`config.mk`:
```
export PLATFORM = sky130hd
export DESIGN_NAME = bpl_ctrl
export DESIGN_NICKNAME = d
export VERILOG_FILES = /design/src/rtl/core/bpl_pkg.sv /design/src/rtl/core/bpl_ctrl.sv
export SDC_FILE = /design/constraint.sdc
export NUM_CORES = 1
export LEC_CHECK = 0
export ABC_CLOCK_PERIOD_IN_PS = 2550
export BUFFER_PORTS_ARGS = -buffer_cell sky130_fd_sc_hd__buf_2
export CORE_MARGIN = 10
export CORE_UTILIZATION = 35
export CTS_CLUSTER_SIZE = 40
export DETAILED_ROUTE_END_ITERATION = 6
export SLEW_MARGIN = 20
export SYNTH_ARGS = -nofsm -noshare
export SYNTH_HDL_FRONTEND = slang
export SYNTH_SLANG_ARGS = --single-unit
```
`constraint.sdc`:
```
create_clock -name clk -period 2.55 [get_ports clk]
set_input_delay 0.765 -clock clk [delete_from_list [all_inputs] [get_ports clk]]
set_output_delay 0.765 -clock clk [all_outputs]
set_load 0.05 [all_outputs]
```
`src/rtl/core/bpl_pkg.sv`:
```
`timescale 1ns / 1ps
// ----------------------------------------------------------------------------
// bpl_pkg
// Shared types, codes and helpers for the bitmap position list.
// ----------------------------------------------------------------------------
package bpl_pkg;

  typedef enum logic [1:0] {
    OP_ADD    = 2'd0,
    OP_NEXT   = 2'd1,
    OP_CLEAR  = 2'd2,
    OP_REWIND = 2'd3
  } op_t;

  typedef enum logic [3:0] {
    S_INIT,
    S_IDLE,
    S_ADD_CALC,
    S_ADD_RD,
    S_ADD_WR,
    S_NEXT_START,
    S_SCAN_RD,
    S_SCAN_CHK,
    S_EMIT_LZ,
    S_EMIT_POS,
    S_CLEAR,
    S_DONE
  } state_t;

  typedef struct packed {
    logic capture;
    logic do_clear;
    logic do_rewind;
    logic add_calc;
    logic add_rd;
    logic add_wr;
    logic start_cursor;
    logic scan_rd;
    logic scan_step;
    logic load_bits;
    logic emit_lz;
    logic emit;
    logic sweep;
    logic load_out;
  } cmd_t;

  typedef struct packed {
    logic add_ok;
    logic past_end;
    logic empty;
    logic bits_zero;
    logic word_zero;
    logic at_last;
    logic sweep_last;
    logic out_busy;
  } stat_t;

  localparam logic [31:0] WORD_MSB  = 32'h8000_0000;
  localparam int          WORD_BITS = 32;
  localparam int          COUNT_W   = 14;

  // Offset of the highest set bit counted from the MSB; w must be nonzero.
  function automatic logic [4:0] lead_zeros(input logic [31:0] w);
    logic [31:0] v;
    logic [4:0]  n;
    v = w;
    n = 5'd0;
    if (v[31:16] == 16'd0) begin n[4] = 1'b1; v = {v[15:0], 16'd0}; end
    if (v[31:24] == 8'd0)  begin n[3] = 1'b1; v = {v[23:0], 8'd0};  end
    if (v[31:28] == 4'd0)  begin n[2] = 1'b1; v = {v[27:0], 4'd0};  end
    if (v[31:30] == 2'd0)  begin n[1] = 1'b1; v = {v[29:0], 2'd0};  end
    if (v[31] == 1'b0)     begin n[0] = 1'b1; end
    return n;
  endfunction

endpackage

```
`src/rtl/core/bpl_ctrl.sv`:
```
`timescale 1ns / 1ps
// ----------------------------------------------------------------------------
// bpl_ctrl
// Sequencer for add, next, clear and rewind operations.
// ----------------------------------------------------------------------------
module bpl_ctrl
  import bpl_pkg::*;
(
  input  logic       clk,
  input  logic       rst,
  input  logic       in_valid,
  output logic       in_stall,
  input  logic [1:0] opcode,
  input  stat_t      stat,
  output cmd_t       cmd
);

  state_t state, state_next;
  op_t    op;

  assign op = op_t'(opcode);

  always_ff @(posedge clk) begin
    if (rst) begin
      state <= S_INIT;
    end else begin
      state <= state_next;
    end
  end

  always_comb begin
    state_next = state;
    cmd        = '0;
    in_stall   = 1'b1;
    unique case (state)
      S_INIT: begin
        cmd.sweep = 1'b1;
        if (stat.sweep_last) state_next = S_IDLE;
      end
      S_IDLE: begin
        in_stall = 1'b0;
        if (in_valid) begin
          cmd.capture = 1'b1;
          unique case (op)
            OP_ADD:  state_next = S_ADD_CALC;
            OP_NEXT: state_next = S_NEXT_START;
            OP_CLEAR: begin
              cmd.do_clear = 1'b1;
              state_next   = S_CLEAR;
            end
            OP_REWIND: begin
              cmd.do_rewind = 1'b1;
              state_next    = S_DONE;
            end
          endcase
        end
      end
      S_ADD_CALC: begin
        cmd.add_calc = 1'b1;
        state_next   = S_ADD_RD;
      end
      S_ADD_RD: begin
        cmd.add_rd = 1'b1;
        state_next = stat.add_ok ? S_ADD_WR : S_DONE;
      end
      S_ADD_WR: begin
        cmd.add_wr = 1'b1;
        state_next = S_DONE;
      end
      S_NEXT_START: begin
        if (stat.past_end) begin
          cmd.do_rewind = 1'b1;
          state_next    = S_DONE;
        end else if (stat.empty) begin
          state_next = S_DONE;
        end else begin
          cmd.start_cursor = 1'b1;
          state_next       = stat.bits_zero ? S_SCAN_RD : S_EMIT_LZ;
        end
      end
      S_SCAN_RD: begin
        cmd.scan_rd = 1'b1;
        state_next  = S_SCAN_CHK;
      end
      S_SCAN_CHK: begin
        if (stat.word_zero && !stat.at_last) begin
          cmd.scan_step = 1'b1;
          state_next    = S_SCAN_RD;
        end else if (stat.word_zero) begin
          state_next = S_DONE;
        end else begin
          cmd.load_bits = 1'b1;
          state_next    = S_EMIT_LZ;
        end
      end
      S_EMIT_LZ: begin
        cmd.emit_lz = 1'b1;
        state_next  = S_EMIT_POS;
      end
      S_EMIT_POS: begin
        cmd.emit   = 1'b1;
        state_next = S_DONE;
      end
      S_CLEAR: begin
        cmd.sweep = 1'b1;
        if (stat.sweep_last) state_next = S_DONE;
      end
      S_DONE: begin
        if (!stat.out_busy) begin
          cmd.load_out = 1'b1;
          state_next   = S_IDLE;
        end
      end
      default: state_next = S_INIT;
    endcase
  end

endmodule

```
==> metrics.yaml <==
drt:
  drc: 0
  avgRoutedWirePerCell_um: 14.9
  drt-vias-per-instance: 5.60
  via_count: 723
  firstDrtPassIters: 4
  wirelength_mm: 1.92
  ant_nets: 0
  drtIter0Drc: 25
logic_synthesis:
  syn-num-nets: 99
  synth.avg_cell_area_sq_um: 7.14
  synth_top_cell_area_share_pct: 13.0
  yosysSeqAreaShare_pct: 13.0
  synthesis.instances: 86
  synth_cell_types: 43
  synth-edff-count: 0
  synth_warnings: 0
  synth_top_area_cell: "dfxtp_1"
  synthTopCellsByArea: "dfxtp_1 (13%), nor3_1 (6.5%), nand2b_1 (6.1%), nor2b_1 (6.1%), buf_4 (3.7%)"
  ys_ff_latch: 4
  synth_area_sq_um: 614
  synth-main-ff-cell: "dfxtp_1"
  async_reset_ff_share_pct: 0
placed_design:
  gp_congestion: 0.793
  dpl_worst_slack_ns: 0.248
  place_area_sq_um: 772
  place_inst: 126
  port_buffers: 27
  post-dp-hpwl_mm: 1.53
grt:
  grt_pass1_wl_mm: 2.95
  grt_pass1_vias: 640
  grt_usage_pct: 10.0
  overflow: 0
  antenna_found_initial: 0
  grt_max_degree: 21
worst_setup_path:
  cp_max_fo: 20
  endpoint_kind: "primary output"
  cp-start-kind: "flop"
  r2r-end: "state[0]$_SDFFE_PP0P_"
  path_cells: "buf_4, or3b_4, nor4_4, buf_2"
  crit_required_ns: 1.79
  critical_path_arrival_ns: 1.62
  crit_slowest_cell: "or3b_4"
  rr_startpoint: "state[2]$_SDFFE_PP0P_"
  critPathMaxStageDelay_ns: 0.44
  crit_type: "flop to primary output"
  reg2reg_depth: 5
  ff2ff_setup_slack_ns: 0.86
floorplan:
  start_util_pct: 36.4
  core_area_sq_um: 1690
  die_area_sq_um: 3830
  rows: 15
  die_x_um: 61.9
  die_h_um: 61.9
  ioPinCount: 28
timing:
  final.setup.tns_ns: 0
  setup-violations-final: 0
  max_freq_ghz: 0.419
  tightestPinTransition_ns: 0.361
  slew_headroom_pct: 75.9
  finalWorstSetupSlack_ns: 0.163
  whs_ns: 0.772
  finalCritPeriodShare_pct: 93.6
  rsz0062_at_grt: "false"
  fin_crit_ns: 2.39
  finClkSkew_ns: 0.00392
  slew_violations: 0
  hold_viol: 0
layout:
  largest_reg_flops: 4
  drive_gt1_share_pct: 41.1
  n_antenna_cell: 0
  final_cell_count_no_fill: 129
  top_regs: "state: 4 flops"
  regMostFlops: "state"
  nets: 127
  synthToLayoutAreaGrowth_pct: 30.1
  fin_util_pct: 47.3
  fin_area_sq_um: 800
outcome:
  status: "finished clean"
cts:
  clock-sinks: 4
  clk_latency_ns: 0.24
  htreeDepth: 1
  clk_pin_slew_ns: 0.04
  clockBufferDepth: 2
  cts_tree: "yes"
  root_buffer: "clkbuf_4"
  post-cts-setup-buffers: 0
  cts_made_buffers: 3
hold_path:
  min_path_cells: 3
  hold_class: "flop to flop"
  whs_endpoint: "state[1]$_SDFFE_PP0P_"
  hold_start: "state[2]$_SDFFE_PP0P_"
pwr:
  vdd_drop_max_mv: 0.520
  fin_total_pwr_uw: 841
  leakagePower_nw: 0.344
  power_density_nw_per_um2: 1050
flow_run:
  maxCapViolCount: 0
-- cells in the mapped netlist (2+ instances only) --
cell type,n
a21oi_1,4
o21ai_0,3
o21ai_1,3
nor2_1,5
or3_1,2
buf_4,3
nor4_1,2
clkbuf_1,2
nor2b_1,6
nand2_1,5
nand2b_1,6
nor3_1,8
a311oi_1,2
buf_6,2
dfxtp_1,4
inv_1,2
-- power by group --
group | switching, mW | total (mW) | internal [mW]
clock | 0.0261 | 0.0788 | 0.0527
sequential | 0.0246 | 0.109 | 0.0849
combinational | 0.438 | 0.653 | 0.215
total | 0.489 | 0.841 | 0.352
-- placed cells by master (no fill, tap or decap), drive strengths merged, types with 2 or more instances in the layout --
master	count
a21boi	2
a21oi	4
a311oi	2
buf	31
clkbuf	3
dfxtp	4
inv	3
nand2	5
nand2b	6
nor2	5
nor2b	6
nor3	8
nor3b	2
nor4	3
o21ai	6
or3	2
or3b	2
-- how the worst max path moves through the flow --
| stage | start | to | slack [ns] |
|---|---|---|---|
| after global routing | state[3]$_SDFFE_PP0P_ | cmd[7] | 0.07 |
| after CTS | state[3]$_SDFFE_PP0P_ | cmd[12] | 0.07 |
| final | state[3]$_SDFFE_PP0P_ | cmd[7] | 0.16 |
| after global placement | stat[3] | cmd[5] | 0.28 |
| after detailed placement | stat[3] | cmd[5] | 0.25 |
| after floorplan | state[1]$_SDFFE_PP0P_ | cmd[6] | -0.005 |
-- layer usage --
layer  wire length (um)  vias to the layer above  part of all wire (%)  GRT usage (%)
li1                   -                      375                     -              -
met1                862                      323                    45           12.2
met2                917                       23                    48           16.4
met3                121                        2                   6.3           2.03
met4                 19                        0                  0.99           4.78
met5                  0                        -                     0              0
-- cell families after synthesis --
logic type / after synthesis / synth area share (%)
xor+xnor: 1 / 1.43
compound gates: 24 / 27.1
buf+inv: 11 / 11.2
simple gates: 46 / 47.3
flops: 4 / 13.0
-- final cells by class --
class | instances | area (sq um)
well taps | 17 | 21.3
inverters | 3 | 11.3
fillers | 171 | 890
multi-input cells | 71 | 499
clock buffers | 3 | 22.5
repair buffers | 31 | 165
flip-flops and latches | 4 | 80.1
-- worst max-delay path: cells and delay by family, from the launching register on --
kind | cells | cell delay (ns)
buf+inv | 2 | 0.50
flops | 1 | 0.29
simple gates | 2 | 0.59
-- repair_timing --
action	4_1_cts	5_1_grt
endpoints found under the setup margin	0	1
resized for setup	0	1
hold buffers	0	0
Power figures use the tool's default switching activity.
